--- config.mk ---
export PLATFORM = sky130hd
export DESIGN_NAME = quicksort_engine_core_flat
export DESIGN_NICKNAME = d
export VERILOG_FILES = /design/src/qse_pkg.sv /design/src/qse_in_if.sv /design/src/qse_out_if.sv /design/src/quicksort_engine_core.sv /design/src/qse_store.sv /design/src/qse_stack.sv /design/src/qse_ctrl.sv /design/src/flat_wrapper.sv
export VERILOG_INCLUDE_DIRS = /design/src /design/src/src
export SDC_FILE = /design/constraint.sdc
export NUM_CORES = 2
export LEC_CHECK = 0
export ABC_AREA = 1
export BUFFER_PORTS_ARGS = -buffer_cell sky130_fd_sc_hd__buf_2
export CAP_MARGIN = 20
export CORE_MARGIN = 2
export CORE_UTILIZATION = 55
export CTS_BUF_LIST = sky130_fd_sc_hd__clkbuf_16
export DETAILED_ROUTE_END_ITERATION = 8
export GPL_ROUTABILITY_DRIVEN = 1
export GPL_TIMING_DRIVEN = 1
export MAX_ROUTING_LAYER = met4
export PLACE_DENSITY = 0.71
export SLEW_MARGIN = 25
export SYNTH_ARGS = -nofsm -noshare
export SYNTH_HDL_FRONTEND = slang
export SYNTH_HIERARCHICAL = 1
export SYNTH_SLANG_ARGS = --single-unit
export TNS_END_PERCENT = 1
--- constraint.sdc ---
create_clock -name clk_i -period 8.75 [get_ports clk_i]
set_input_delay 0.875 -clock clk_i [delete_from_list [all_inputs] [get_ports clk_i]]
set_output_delay 0.875 -clock clk_i [all_outputs]
set_load 0.01 [all_outputs]
--- src/quicksort_engine_core_macros.svh ---
// ---------------------------------------------------------------------------
// quicksort_engine_core assertion macros
// Shorthands for the concurrent checks at the end of the top level.
// ---------------------------------------------------------------------------
`ifndef QUICKSORT_ENGINE_CORE_MACROS_SVH
`define QUICKSORT_ENGINE_CORE_MACROS_SVH

// Same-cycle implication, disabled during reset.
`define QSE_ASSERT_IMP(label, ante, cons, msg) \
  label: assert property (@(posedge clk_i) disable iff (!rst_ni) (ante) |-> (cons)) \
    else $error(msg);

// Next-cycle implication, disabled during reset.
`define QSE_ASSERT_NXT(label, ante, cons, msg) \
  label: assert property (@(posedge clk_i) disable iff (!rst_ni) (ante) |=> (cons)) \
    else $error(msg);

`endif

--- src/qse_pkg.sv ---
// ---------------------------------------------------------------------------
// qse_pkg
// Shared constants, state encoding and control structs of the sort engine.
// ---------------------------------------------------------------------------
package qse_pkg;

  localparam int unsigned QSE_MAX_ELEMENTS = 64;
  localparam int unsigned QSE_DATA_WIDTH   = 32;

  typedef enum logic [3:0] {
    S_LOAD,
    S_INIT,
    S_POP,
    S_RANGE,
    S_PIVOT,
    S_SCAN_L,
    S_SCAN_R,
    S_SWAP,
    S_PUSH_HI,
    S_PUSH_LO,
    S_EMIT_RD,
    S_EMIT
  } qse_state_e;

  typedef struct packed {
    logic we;
    logic re;
  } qse_mem_cmd_t;

  typedef struct packed {
    logic push;
    logic pop;
  } qse_stk_cmd_t;

  typedef struct packed {
    logic load;
    logic last_out;
    logic overflow;
  } qse_emit_t;

endpackage

--- src/qse_in_if.sv ---
// ---------------------------------------------------------------------------
// qse_in_if
// Input channel: one element word with its end-of-set mark.
// ---------------------------------------------------------------------------
interface qse_in_if import qse_pkg::*; #(
  parameter int unsigned DATA_WIDTH = QSE_DATA_WIDTH
) ();

  logic                         valid;
  logic                         ready;
  logic signed [DATA_WIDTH-1:0] value;
  logic                         last_in;

  modport source (output valid, output value, output last_in, input ready);
  modport sink   (input valid, input value, input last_in, output ready);

endinterface

--- src/qse_out_if.sv ---
// ---------------------------------------------------------------------------
// qse_out_if
// Output channel: one sorted word with end and overflow marks.
// ---------------------------------------------------------------------------
interface qse_out_if import qse_pkg::*; #(
  parameter int unsigned DATA_WIDTH = QSE_DATA_WIDTH
) ();

  logic                         valid;
  logic                         ready;
  logic signed [DATA_WIDTH-1:0] sorted_value;
  logic                         last_out;
  logic                         overflow;

  modport source (output valid, output sorted_value, output last_out, output overflow,
                  input ready);
  modport sink   (input valid, input sorted_value, input last_out, input overflow,
                  output ready);

endinterface

--- src/quicksort_engine_core.sv ---
// ---------------------------------------------------------------------------
// quicksort_engine_core
// In-place Hoare-partition quicksort over a one-write one-read element RAM.
// ---------------------------------------------------------------------------
// Load: one word per cycle until the word marked last.
// Sort: each partition pops a range, reads the middle word as pivot, scans
//   inward from both ends and pushes the sub-ranges still to sort; each swap
//   takes a second write on the single write port of the element RAM.
// Emit: one word per cycle in order, while the output register is free.
// Reset clears the word count, overflow flag, stack pointer and output valid.
`include "quicksort_engine_core_macros.svh"

module quicksort_engine_core import qse_pkg::*; #(
  parameter int unsigned MAX_ELEMENTS = QSE_MAX_ELEMENTS,
  parameter int unsigned DATA_WIDTH   = QSE_DATA_WIDTH
) (
  input  logic      clk_i,
  input  logic      rst_ni,
  qse_in_if.sink    in_i,
  qse_out_if.source out_o
);

  localparam int unsigned IW = $clog2(MAX_ELEMENTS);

  qse_mem_cmd_t                 mem_cmd;
  logic [IW-1:0]                mem_waddr, mem_raddr;
  logic [DATA_WIDTH-1:0]        mem_wdata, mem_rdata;
  qse_stk_cmd_t                 stk_cmd;
  logic [IW-1:0]                stk_push_left, stk_push_right;
  logic [IW-1:0]                stk_pop_left, stk_pop_right;
  logic                         stk_empty;
  qse_emit_t                    emit;
  logic                         out_free;

  logic                         out_valid_q, out_valid_d;
  logic signed [DATA_WIDTH-1:0] out_data_q;
  logic                         out_last_q, out_ovf_q;

  qse_store #(
    .DEPTH      (MAX_ELEMENTS),
    .DATA_WIDTH (DATA_WIDTH)
  ) u_store (
    .clk_i   (clk_i),
    .cmd_i   (mem_cmd),
    .waddr_i (mem_waddr),
    .wdata_i (mem_wdata),
    .raddr_i (mem_raddr),
    .rdata_o (mem_rdata)
  );

  qse_stack #(
    .DEPTH (MAX_ELEMENTS)
  ) u_stack (
    .clk_i        (clk_i),
    .rst_ni       (rst_ni),
    .cmd_i        (stk_cmd),
    .push_left_i  (stk_push_left),
    .push_right_i (stk_push_right),
    .pop_left_o   (stk_pop_left),
    .pop_right_o  (stk_pop_right),
    .empty_o      (stk_empty)
  );

  qse_ctrl #(
    .MAX_ELEMENTS (MAX_ELEMENTS),
    .DATA_WIDTH   (DATA_WIDTH)
  ) u_ctrl (
    .clk_i       (clk_i),
    .rst_ni      (rst_ni),
    .in_valid_i  (in_i.valid),
    .in_value_i  (in_i.value),
    .in_last_i   (in_i.last_in),
    .in_ready_o  (in_i.ready),
    .mem_cmd_o   (mem_cmd),
    .mem_waddr_o (mem_waddr),
    .mem_wdata_o (mem_wdata),
    .mem_raddr_o (mem_raddr),
    .mem_rdata_i ($signed(mem_rdata)),
    .stk_cmd_o   (stk_cmd),
    .stk_left_o  (stk_push_left),
    .stk_right_o (stk_push_right),
    .stk_left_i  (stk_pop_left),
    .stk_right_i (stk_pop_right),
    .stk_empty_i (stk_empty),
    .out_free_i  (out_free),
    .emit_o      (emit)
  );

  // output register: refilled when empty or being drained this cycle
  assign out_free = !out_valid_q || out_o.ready;

  always_comb begin
    out_valid_d = out_valid_q;
    if (emit.load) begin
      out_valid_d = 1'b1;
    end else if (out_o.ready) begin
      out_valid_d = 1'b0;
    end
  end

  always_ff @(posedge clk_i or negedge rst_ni) begin
    if (!rst_ni) begin
      out_valid_q <= 1'b0;
    end else begin
      out_valid_q <= out_valid_d;
    end
  end

  always_ff @(posedge clk_i) begin
    if (emit.load) begin
      out_data_q <= $signed(mem_rdata);
      out_last_q <= emit.last_out;
      out_ovf_q  <= emit.overflow;
    end
  end

  assign out_o.valid        = out_valid_q;
  assign out_o.sorted_value = out_data_q;
  assign out_o.last_out     = out_last_q;
  assign out_o.overflow     = out_ovf_q;

  `QSE_ASSERT_IMP(a_load_into_free, emit.load, out_free, "output register overwritten")
  `QSE_ASSERT_IMP(a_emit_stack_empty, emit.load, stk_empty, "emitting with ranges pending")
  `QSE_ASSERT_IMP(a_load_stack_empty, in_i.valid && in_i.ready, stk_empty,
                  "accepting words with ranges pending")
  `QSE_ASSERT_NXT(a_hold_after_last, in_i.valid && in_i.ready && in_i.last_in, !in_i.ready,
                  "input not held off after last word")

endmodule

--- src/qse_store.sv ---
// ---------------------------------------------------------------------------
// qse_store
// Element RAM: one write and one registered read per cycle, write-first.
// ---------------------------------------------------------------------------
module qse_store import qse_pkg::*; #(
  parameter int unsigned DEPTH      = QSE_MAX_ELEMENTS,
  parameter int unsigned DATA_WIDTH = QSE_DATA_WIDTH,
  localparam int unsigned AW        = $clog2(DEPTH)
) (
  input  logic                  clk_i,
  input  qse_mem_cmd_t          cmd_i,
  input  logic [AW-1:0]         waddr_i,
  input  logic [DATA_WIDTH-1:0] wdata_i,
  input  logic [AW-1:0]         raddr_i,
  output logic [DATA_WIDTH-1:0] rdata_o
);

  logic [DATA_WIDTH-1:0] mem_q [DEPTH];
  logic [DATA_WIDTH-1:0] rdata_q;

  always_ff @(posedge clk_i) begin
    if (cmd_i.we) begin
      mem_q[waddr_i] <= wdata_i;
    end
  end

  // a read of the entry written in the same cycle returns the new word
  always_ff @(posedge clk_i) begin
    if (cmd_i.re) begin
      rdata_q <= (cmd_i.we && (waddr_i == raddr_i)) ? wdata_i : mem_q[raddr_i];
    end
  end

  assign rdata_o = rdata_q;

endmodule

--- src/qse_stack.sv ---
// ---------------------------------------------------------------------------
// qse_stack
// Range stack of pending (left, right) pairs held in a small RAM.
// ---------------------------------------------------------------------------
module qse_stack import qse_pkg::*; #(
  parameter int unsigned DEPTH = QSE_MAX_ELEMENTS,
  localparam int unsigned IW   = $clog2(DEPTH),
  localparam int unsigned PW   = $clog2(DEPTH + 1)
) (
  input  logic          clk_i,
  input  logic          rst_ni,
  input  qse_stk_cmd_t  cmd_i,
  input  logic [IW-1:0] push_left_i,
  input  logic [IW-1:0] push_right_i,
  output logic [IW-1:0] pop_left_o,
  output logic [IW-1:0] pop_right_o,
  output logic          empty_o
);

  logic [2*IW-1:0] mem_q [DEPTH];
  logic [2*IW-1:0] rdata_q;
  logic [PW-1:0]   sp_q, sp_d;
  logic [PW-1:0]   sp_dec;
  logic            full;

  assign sp_dec  = sp_q - PW'(1);
  assign full    = (sp_q == PW'(DEPTH));
  assign empty_o = (sp_q == '0);

  always_comb begin
    sp_d = sp_q;
    if (cmd_i.push && !full) begin
      sp_d = sp_q + PW'(1);
    end else if (cmd_i.pop && !empty_o) begin
      sp_d = sp_dec;
    end
  end

  always_ff @(posedge clk_i or negedge rst_ni) begin
    if (!rst_ni) begin
      sp_q <= '0;
    end else begin
      sp_q <= sp_d;
    end
  end

  always_ff @(posedge clk_i) begin
    if (cmd_i.push && !full) begin
      mem_q[sp_q[IW-1:0]] <= {push_left_i, push_right_i};
    end
    if (cmd_i.pop && !empty_o) begin
      rdata_q <= mem_q[sp_dec[IW-1:0]];
    end
  end

  assign pop_left_o  = rdata_q[2*IW-1:IW];
  assign pop_right_o = rdata_q[IW-1:0];

endmodule

--- src/qse_ctrl.sv ---
// ---------------------------------------------------------------------------
// qse_ctrl
// Sequencer: loads the store, runs the Hoare partition loop, streams out.
// ---------------------------------------------------------------------------
module qse_ctrl import qse_pkg::*; #(
  parameter int unsigned MAX_ELEMENTS = QSE_MAX_ELEMENTS,
  parameter int unsigned DATA_WIDTH   = QSE_DATA_WIDTH,
  localparam int unsigned IW          = $clog2(MAX_ELEMENTS),
  localparam int unsigned CW          = $clog2(MAX_ELEMENTS + 1)
) (
  input  logic                         clk_i,
  input  logic                         rst_ni,
  // input side
  input  logic                         in_valid_i,
  input  logic signed [DATA_WIDTH-1:0] in_value_i,
  input  logic                         in_last_i,
  output logic                         in_ready_o,
  // element store
  output qse_mem_cmd_t                 mem_cmd_o,
  output logic [IW-1:0]                mem_waddr_o,
  output logic [DATA_WIDTH-1:0]        mem_wdata_o,
  output logic [IW-1:0]                mem_raddr_o,
  input  logic signed [DATA_WIDTH-1:0] mem_rdata_i,
  // range stack
  output qse_stk_cmd_t                 stk_cmd_o,
  output logic [IW-1:0]                stk_left_o,
  output logic [IW-1:0]                stk_right_o,
  input  logic [IW-1:0]                stk_left_i,
  input  logic [IW-1:0]                stk_right_i,
  input  logic                         stk_empty_i,
  // output register
  input  logic                         out_free_i,
  output qse_emit_t                    emit_o
);

  // scan pointers run from -1 up to MAX_ELEMENTS
  localparam int unsigned PW = IW + 2;
  localparam logic signed [PW-1:0] PtrOne = PW'(1);

  qse_state_e state_q, state_d;

  logic [CW-1:0]                count_q, count_d;
  logic                         ovf_q, ovf_d;
  logic signed [PW-1:0]         pl_q, pl_d, pr_q, pr_d;
  logic [IW-1:0]                left_q, left_d, right_q, right_d;
  logic [IW-1:0]                k_q, k_d;
  logic signed [DATA_WIDTH-1:0] pivot_q, pivot_d, al_q, al_d;

  logic signed [PW-1:0] left_x, right_x, pl_inc, pr_dec;
  logic [IW:0]          mid_sum;
  logic [CW-1:0]        cnt_m1;
  logic [IW-1:0]        k_inc;
  logic                 k_last;

  assign left_x  = $signed({2'b00, left_q});
  assign right_x = $signed({2'b00, right_q});
  assign pl_inc  = pl_q + PtrOne;
  assign pr_dec  = pr_q - PtrOne;
  assign mid_sum = {1'b0, stk_left_i} + {1'b0, stk_right_i};
  assign cnt_m1  = count_q - CW'(1);
  assign k_inc   = k_q + IW'(1);
  assign k_last  = (CW'(k_q) == cnt_m1);

  always_comb begin
    state_d = state_q;
    count_d = count_q;
    ovf_d   = ovf_q;
    pl_d    = pl_q;
    pr_d    = pr_q;
    left_d  = left_q;
    right_d = right_q;
    k_d     = k_q;
    pivot_d = pivot_q;
    al_d    = al_q;

    in_ready_o  = 1'b0;
    mem_cmd_o   = '0;
    mem_waddr_o = '0;
    mem_wdata_o = '0;
    mem_raddr_o = '0;
    stk_cmd_o   = '0;
    stk_left_o  = '0;
    stk_right_o = '0;
    emit_o      = '0;

    unique case (state_q)
      S_LOAD: begin
        in_ready_o = 1'b1;
        if (in_valid_i) begin
          if (count_q < CW'(MAX_ELEMENTS)) begin
            mem_cmd_o.we = 1'b1;
            mem_waddr_o  = count_q[IW-1:0];
            mem_wdata_o  = in_value_i;
            count_d      = count_q + CW'(1);
          end else begin
            ovf_d = 1'b1;
          end
          if (in_last_i) begin
            state_d = S_INIT;
          end
        end
      end
      S_INIT: begin
        if (count_q < CW'(2)) begin
          k_d     = '0;
          state_d = S_EMIT_RD;
        end else begin
          stk_cmd_o.push = 1'b1;
          stk_left_o     = '0;
          stk_right_o    = cnt_m1[IW-1:0];
          state_d        = S_POP;
        end
      end
      S_POP: begin
        if (stk_empty_i) begin
          k_d     = '0;
          state_d = S_EMIT_RD;
        end else begin
          stk_cmd_o.pop = 1'b1;
          state_d       = S_RANGE;
        end
      end
      S_RANGE: begin
        left_d       = stk_left_i;
        right_d      = stk_right_i;
        pl_d         = $signed({2'b00, stk_left_i});
        pr_d         = $signed({2'b00, stk_right_i});
        mem_cmd_o.re = 1'b1;
        mem_raddr_o  = mid_sum[IW:1];
        state_d      = S_PIVOT;
      end
      S_PIVOT: begin
        pivot_d      = mem_rdata_i;
        mem_cmd_o.re = 1'b1;
        mem_raddr_o  = pl_q[IW-1:0];
        state_d      = S_SCAN_L;
      end
      S_SCAN_L: begin
        mem_cmd_o.re = 1'b1;
        if ((pl_q < right_x) && (mem_rdata_i < pivot_q)) begin
          pl_d        = pl_inc;
          mem_raddr_o = pl_inc[IW-1:0];
        end else begin
          al_d        = mem_rdata_i;
          mem_raddr_o = pr_q[IW-1:0];
          state_d     = S_SCAN_R;
        end
      end
      S_SCAN_R: begin
        if ((pr_q > left_x) && (mem_rdata_i > pivot_q)) begin
          pr_d         = pr_dec;
          mem_cmd_o.re = 1'b1;
          mem_raddr_o  = pr_dec[IW-1:0];
        end else if (pl_q <= pr_q) begin
          // first half of the swap: right word goes to the left slot
          mem_cmd_o.we = 1'b1;
          mem_waddr_o  = pl_q[IW-1:0];
          mem_wdata_o  = mem_rdata_i;
          state_d      = S_SWAP;
        end else begin
          state_d = S_PUSH_HI;
        end
      end
      S_SWAP: begin
        mem_cmd_o.we = 1'b1;
        mem_waddr_o  = pr_q[IW-1:0];
        mem_wdata_o  = al_q;
        pl_d         = pl_inc;
        pr_d         = pr_dec;
        if (pl_inc <= pr_dec) begin
          mem_cmd_o.re = 1'b1;
          mem_raddr_o  = pl_inc[IW-1:0];
          state_d      = S_SCAN_L;
        end else begin
          state_d = S_PUSH_HI;
        end
      end
      S_PUSH_HI: begin
        if (right_x > pl_q) begin
          stk_cmd_o.push = 1'b1;
          stk_left_o     = pl_q[IW-1:0];
          stk_right_o    = right_q;
        end
        state_d = S_PUSH_LO;
      end
      S_PUSH_LO: begin
        if (left_x < pr_q) begin
          stk_cmd_o.push = 1'b1;
          stk_left_o     = left_q;
          stk_right_o    = pr_q[IW-1:0];
        end
        state_d = S_POP;
      end
      S_EMIT_RD: begin
        mem_cmd_o.re = 1'b1;
        mem_raddr_o  = k_q;
        state_d      = S_EMIT;
      end
      S_EMIT: begin
        if (out_free_i) begin
          emit_o.load     = 1'b1;
          emit_o.last_out = k_last;
          emit_o.overflow = ovf_q;
          if (k_last) begin
            count_d = '0;
            ovf_d   = 1'b0;
            state_d = S_LOAD;
          end else begin
            k_d          = k_inc;
            mem_cmd_o.re = 1'b1;
            mem_raddr_o  = k_inc;
          end
        end
      end
      default: begin
        state_d = S_LOAD;
      end
    endcase
  end

  always_ff @(posedge clk_i or negedge rst_ni) begin
    if (!rst_ni) begin
      state_q <= S_LOAD;
      count_q <= '0;
      ovf_q   <= 1'b0;
    end else begin
      state_q <= state_d;
      count_q <= count_d;
      ovf_q   <= ovf_d;
    end
  end

  always_ff @(posedge clk_i) begin
    pl_q    <= pl_d;
    pr_q    <= pr_d;
    left_q  <= left_d;
    right_q <= right_d;
    k_q     <= k_d;
    pivot_q <= pivot_d;
    al_q    <= al_d;
  end

endmodule

--- src/flat_wrapper.sv ---
// flat-port wrapper written by rule: the top's interface ports become plain ports
module quicksort_engine_core_flat import qse_pkg::*;
#(
  parameter int unsigned MAX_ELEMENTS = QSE_MAX_ELEMENTS,
  parameter int unsigned DATA_WIDTH   = QSE_DATA_WIDTH
)
  (clk_i, rst_ni, in_i_valid, in_i_value, in_i_last_in, in_i_ready, out_o_valid, out_o_sorted_value, out_o_last_out, out_o_overflow, out_o_ready);
  qse_in_if #(.DATA_WIDTH(DATA_WIDTH)) in_i_i ();
  qse_out_if #(.DATA_WIDTH(DATA_WIDTH)) out_o_i ();
  input  logic clk_i;
  input  logic rst_ni;
  input wire logic [$bits(in_i_i.valid)-1:0] in_i_valid;
  input wire logic [$bits(in_i_i.value)-1:0] in_i_value;
  input wire logic [$bits(in_i_i.last_in)-1:0] in_i_last_in;
  output wire logic [$bits(in_i_i.ready)-1:0] in_i_ready;
  output wire logic [$bits(out_o_i.valid)-1:0] out_o_valid;
  output wire logic [$bits(out_o_i.sorted_value)-1:0] out_o_sorted_value;
  output wire logic [$bits(out_o_i.last_out)-1:0] out_o_last_out;
  output wire logic [$bits(out_o_i.overflow)-1:0] out_o_overflow;
  input wire logic [$bits(out_o_i.ready)-1:0] out_o_ready;
  assign in_i_i.valid = in_i_valid;
  assign in_i_i.value = in_i_value;
  assign in_i_i.last_in = in_i_last_in;
  assign in_i_ready = in_i_i.ready;
  assign out_o_valid = out_o_i.valid;
  assign out_o_sorted_value = out_o_i.sorted_value;
  assign out_o_last_out = out_o_i.last_out;
  assign out_o_overflow = out_o_i.overflow;
  assign out_o_i.ready = out_o_ready;
  quicksort_engine_core #(.MAX_ELEMENTS(MAX_ELEMENTS), .DATA_WIDTH(DATA_WIDTH)) u_core (.clk_i(clk_i), .rst_ni(rst_ni), .in_i(in_i_i), .out_o(out_o_i));
endmodule
After elaboration in Yosys (flattened, before gate mapping)
Memories as Yosys holds them, arrays and structs flattened. A register that Yosys moved wholly into a read port is not among the register bits.
Index checks and enable logic that the tools add are counted.
- $add $sub $neg: 8
- multipliers: 0
- divide/modulo/power cells: 0
- magnitude comparators: 10
- equal/unequal tests: 26
- shift-type cells: 0
- mux-type cells: 80
- bitwise operators: 1
- reduce and logical (&&, ||, !) cells: 25
- operator list (cell ; count):
    $mux 32 ; 4
    $mux 6 ; 18
    $pmux 32 s3 ; 1
    $pmux 6 s3 ; 3
    $pmux 4 s12 ; 1
    $pmux 8 s3 ; 2
    $mux 7 ; 6
    $pmux 6 s7 ; 1
    $mux 4 ; 10
    $gt 32x32->1 ; 1
    $lt 32x32->1 ; 1
    $mux 1 ; 24
    $ne 2x2->1 const B ; 11
    $eq 4x3->1 const B ; 4
    $eq 4x4->1 const B ; 4
    $le 8x8->1 ; 2
    $mux 8 ; 2
    $reduce_and 5->1 ; 3
    $add 7x1->7 const B ; 2
    $pmux 7 s2 ; 1
    $sub 7x1->7 const B ; 2
    $pmux 6 s2 ; 1
    $reduce_bool 3->1 ; 3
    $add 8x2->8 const B ; 1
    28 further kinds ; 42
- flip-flop bits (word level): 152
- latch bits: 0
- RAM bits: 2816
- ROM bits: 0
- input bits: 37
- output and inout bits: 36
- memories: 2
- memories (name ; words ; width ; rd ports ; clocked after Yosys merged registers in ; write ports ; RTL line ; source):
    u_core.u_store.mem_q ; 64 ; 32 ; 1 ; 1 ; 1 ; qse_store.sv:18 ; logic [DATA_WIDTH-1:0] mem_q [DEPTH];
    u_core.u_stack.mem_q ; 64 ; 12 ; 1 ; 1 ; 1 ; qse_stack.sv:20 ; logic [2*IW-1:0] mem_q [DEPTH];

Longest topological paths before layout
- depth after elaboration: 6
- depth in mapped cells: 33
- depth with buffers taken out: 30

Cells and area by module
The synthesis kept the hierarchy.
- modules (own cells, without submodules) (module ; times used ; cells an instance ; area each (um^2) ; seq. area each (um^2)):
    qse_store ; 1 ; 6780 ; 83213.6 ; 62459.9
    qse_stack ; 1 ; 3072 ; 33100.5 ; 23597.6
    qse_ctrl ; 1 ; 891 ; 7619.8 ; 3243.1
    quicksort_engine_core ; 1 ; 39 ; 1066.0 ; 1046.0

Worst setup path before layout
Ideal clock, no wire load.
- kind: flip-flop to flip-flop
- from: register u_core.u_store.rdata_q[31], in the netlist u_core/u_store/rdata_o[31] (read register of u_core.u_store.mem_q)
- to: memory u_core/u_store/mem_q[48][0] in the netlist's numbering, enable pin
- arrival: 5.655 ns
- required time: 8.247 ns
- path slack: 2.592 ns
- stages on the path, launching flop included: 15
- path through: edfxtp_1 > ha_1 > nand2_2 > nor2_2 > nand2_2 > nor3b_2 > nand3_1 > nor3_2 > nor2_2 > nand2_2 > nand3_2 > clkbuf_2 > o21ai_0 > nand4_1 > nor4_1
- RTL lines (item ; RTL line ; source):
    from (decl) ; qse_store.sv:19 ; logic [DATA_WIDTH-1:0] rdata_q;
    $gt 32x32->1 ; qse_ctrl.sv:150 ; if ((pr_q > left_x) && (mem_rdata_i > pivot_q)) begin
    $logic_and 1x1->1 ; qse_ctrl.sv:150 ;
    $mux 6 ; qse_ctrl.sv:150 ;
    $pmux 6 s3 ; qse_ctrl.sv:86 ; unique case (state_q)
    named net u_core.mem_waddr[4] ; quicksort_engine_core.sv:26 ; logic [IW-1:0] mem_waddr, mem_raddr;
    to (decl) ; qse_store.sv:18 ;
The timed path passes the listed nets, and every way through them passes these cells.

Worst setup path after layout
- from: register u_core.u_ctrl.pl_q[5]
- to: register u_core.u_store.rdata_q[28], in the netlist u_core/u_store/rdata_o[28] (read register of u_core.u_store.mem_q) (data pin)
- word-level cells in the longest chain between the ends: 4
- RTL lines (item ; RTL line ; source):
    from (decl) ; qse_ctrl.sv:44 ; logic signed [PW-1:0] pl_q, pl_d, pr_q, pr_d;
    from (signal assigned) ; qse_ctrl.sv:234 ; pl_q <= pl_d;
    $add 8x2->8 or $lt 8x7->1 (tied branches) ; qse_ctrl.sv:57, qse_ctrl.sv:140 ;
    $le 8x8->1 or $logic_and 1x1->1 (tied branches) ; qse_ctrl.sv:170, qse_ctrl.sv:140 ;
    $mux 6, on equally long branches ; qse_ctrl.sv:170, qse_ctrl.sv:140 ;
    $pmux 6 s7 * ; qse_ctrl.sv:86 ;
    named net u_core.mem_raddr[2] ; quicksort_engine_core.sv:26 ;
The timed path passes the listed nets; every way through them passes the cells marked *.
A chain may end at the register's enable or synchronous reset.

==> metrics.csv <==
metric;value;unit
max_slew_margin;0.167;
p_sw_frac;0.448;
cts.htree.levels;5;
cp-end-kind;flip-flop;
die_w;481;um
wl_per_cell;25.5;um
hold_violations;0;
synth_top_area_frac;0.719;
cp-startpoint;u_core/u_ctrl/pl_q[5];
first_iter_violations;12246;
violations;design-rule violations;
port_buffers;72;
layout_min_cycle_time;6690;ps
die_h;481;um
syn-num-nets;10892;
area_delta_synth_final;11.8;%
cts_resized;0;
drv_cap;0;
ios;73;
die_area;231000;um^2
cts_tree;done;
synth-seq-area-share;0.723;
synthesis.area;125000;um^2
via_per_inst;6.10;
power;56.5;mW
critPathLaunchType;flip-flop;
cp_data_arrival_time;7480;ps
clock-sinks;3012;
synth-seq-cells;3012;
r2r-end;u_core/u_store/rdata_o[28];
fin_util;0.617;
fin_crit_sh;0.765;
cp.required;9530;ps
place_congestion;0.959;
crit_end;u_core/u_store/rdata_o[28];
ir_worst_vdd;0.000519;V
overflow;0;
syn_area_per_cell;11.6;um^2
clkPwrFrac;0.227;
tightest_slew;1250;ps
r2r_start;u_core/u_ctrl/pl_q[5];
setup_slack;2060;ps
insertion_delay;950;ps
min_path_type;input port to flip-flop;
grt_pass1_vias;80861;
fin_skew;75.9;ps
pre_cts_ws;2310;ps
finalSetupViolCount;0;
synth_cells;10782;
fmax;0.149;GHz
status;finished, violations left;
core_area;227000;um^2
comb_power_share;0.452;
ant_nets;0;
yosys_warnings;6;
intPower;31.1;mW
rsz0062_at_grt;no;
clk_path_buf_depth;4;
p_seq_frac;0.321;
rr_worst_depth;19;
grt_pass1_wl;524;mm
min_path_cells;4;
leakage;51.4;nW
reg2reg_slack;2060;ps
drive_gt1_frac;0.0872;
finalNonFillerCells;13998;
cts_buffers;321;
wirelength;357;mm
synth_area_leaders;edfxtp_1 (72%), nand3_1 (10%), nand2_1 (10%), inv_1 (1.2%), buf_2 (1.2%);
synth_largest_area_cell;edfxtp_1;
clk_pin_slew;60;ps
core.rowCount;175;
cts_setup_buffers;0;
power.switching;25.3;mW
powerDensity;404;nW/um^2
grt_max_degree;237;
nNetsFinal;10882;
initial_core_util;0.552;
path_max_fanout;98;
dr.pass1.iters;9;
ys_types;49;
dp.cells;13452;
fin_tns_setup;0;ps
clockRootBuffer;clkbuf_16;
final-max-slew-violation-count;0;
drc;1;
vias;85413;
dpl.hpwl;200;mm
path_class;flip-flop to flip-flop;
grtUsageTotal;0.314;
antenna_found_initial;7;
-- cell usage after synthesis, drive strengths merged --
cell        n
nand2    3366
edfxtp   2992
nand3    2552
buf       442
inv       424
nor2      346
clkbuf    205
o21ai     158
ha         72
a21oi      41
a22oi      39
nand4      27
xor2       27
dfrtp      20
nor3       13
o211ai     12
nor4       11
o22ai       6
o21a        5
nand3b      4
or2         4
clkinv      3
o221ai      3
xnor2       2
a21boi      1
a21o        1
a221oi      1
a311oi      1
a31oi       1
fa          1
nor3b       1
o2111ai     1
-- power groups by stage --
stage	combinational (mW)	clock, mW	sequential (mW)
floorplan	15.4	0	18.1
detailed placement	24.7	0	18.4
CTS	24.9	12.9	18.1
global placement	24.3	0	18.4
global route	27.0	13.5	18.1
finish	25.5	12.8	18.1
-- registers in the layout, indices dropped and copies added, names as in the netlist --
signal                     count
u_core/u_ctrl/count_q          7
u_core/u_ctrl/right_q          6
u_core/u_stack/rdata_q        12
u_core/out_o.valid             1
u_core/out_o.overflow          1
u_core/out_o.sorted_value     32
u_core/u_store/mem_q        2048
u_core/u_stack/mem_q         768
u_core/u_ctrl/pr_q             8
u_core/out_o.last_out          1
u_core/u_store/rdata_o        32
u_core/u_ctrl/state_q          4
u_core/u_ctrl/al_q            32
u_core/u_ctrl/left_q           6
u_core/u_stack/sp_q            7
u_core/u_ctrl/pl_q             8
u_core/u_ctrl/ovf_q            1
u_core/u_ctrl/k_q              6
u_core/u_ctrl/pivot_q         32
-- worst min path at each step --
stage / start / to / slack (ps)
finish: out_o_ready / u_core/out_o.valid / 330
global route: out_o_ready / u_core/out_o.valid / 340
CTS: out_o_ready / u_core/out_o.valid / 270
detailed placement: u_core/u_stack/rdata_q[6] / u_core/u_ctrl/left_q[0] / 510
global placement: u_core/u_ctrl/ovf_q / u_core/u_ctrl/ovf_q / 490
floorplan: u_core/u_stack/rdata_q[0] / u_core/u_ctrl/right_q[0] / 450
-- metrics by stage --
step	cell area [um^2]	hold slack [ps]
5_1_grt	140000	339
6_report	140000	328
2_1_floorplan	125000	450
3_3_place_gp	129000	493
3_5_place_dp	130000	510
4_1_cts	140000	274
-- metal layers --
layer | routed length, um | vias up | track usage
li1 | - | 37723 | -
met1 | 128000 | 41391 | 0.396
met2 | 169000 | 5238 | 0.486
met3 | 36200 | 1061 | 0.0494
met4 | 24300 | 0 | 0.184
met5 | 0 | - | -
-- area by class of cell --
class / instances / area, um^2
antenna: 1 / 2.50
clock buffer: 326 / 8160
sequential: 3012 / 90400
inverter: 427 / 1640
timing repair buffer: 314 / 3110
multi-input combinational: 6696 / 31200
clock inverter: 213 / 1600
tap: 3009 / 3760
fill: 17010 / 86800
-- cell usage in the layout, fill, tap and decap left out, types with 6 or more instances in the layout --
cell,instances
o21ai_0,108
bufinv_16,24
inv_1,465
o21ai_4,38
xor2_1,25
nor3_1,11
nand2_2,7
buf_12,36
o21ai_1,7
clkinv_1,69
a22oi_1,39
nor2_1,221
edfxtp_1,2992
nor2_2,64
o211ai_1,12
buf_4,180
nand3_1,2547
nand2_4,6
clkinvlp_4,6
nor4_2,8
clkinv_2,48
nor2_4,60
o22ai_1,6
inv_2,11
nand2_1,3353
buf_16,24
ha_1,71
clkbuf_16,326
nand4_1,27
buf_2,73
a21oi_1,41
dfrtp_1,19
-- worst max-delay path, stage by stage (launching register included) --
cell and delay, ps:
edfxtp_1 510, inv_1 400, ha_1 330, nand2_1 90, nor3_1 70, or2_2 260
o21ai_0 380, nand3_1 340, nand3_1 160, nand2_1 70, nor2_1 240, nand2_4 500
inv_8 930, nand2_1 170, a221oi_2 300, nand3_1 90, buf_4 330, inv_2 810
nand2_1 320, nand2_1 150
-- cells by family (layout without fill, tap and decap cells) --
group	Yosys count	count (layout)	share of synthesized area
AND/OR/NAND/NOR	6324	6324	0.218
flip-flops	3012	3012	0.723
XOR/XNOR	29	29	0.00209
buffers and inverters	1074	1280	0.0375
adder cells (fa/ha/maj)	73	73	0.00737
AO/OA/AOI/OAI	270	270	0.0127
other	0	1	0
-- what timing repair did --
action                                  CTS  global route
hold endpoints to repair                 20             0
hold buffers                              1             0
endpoints found under the setup margin    0             0
(Power assumes the default switching activity.)
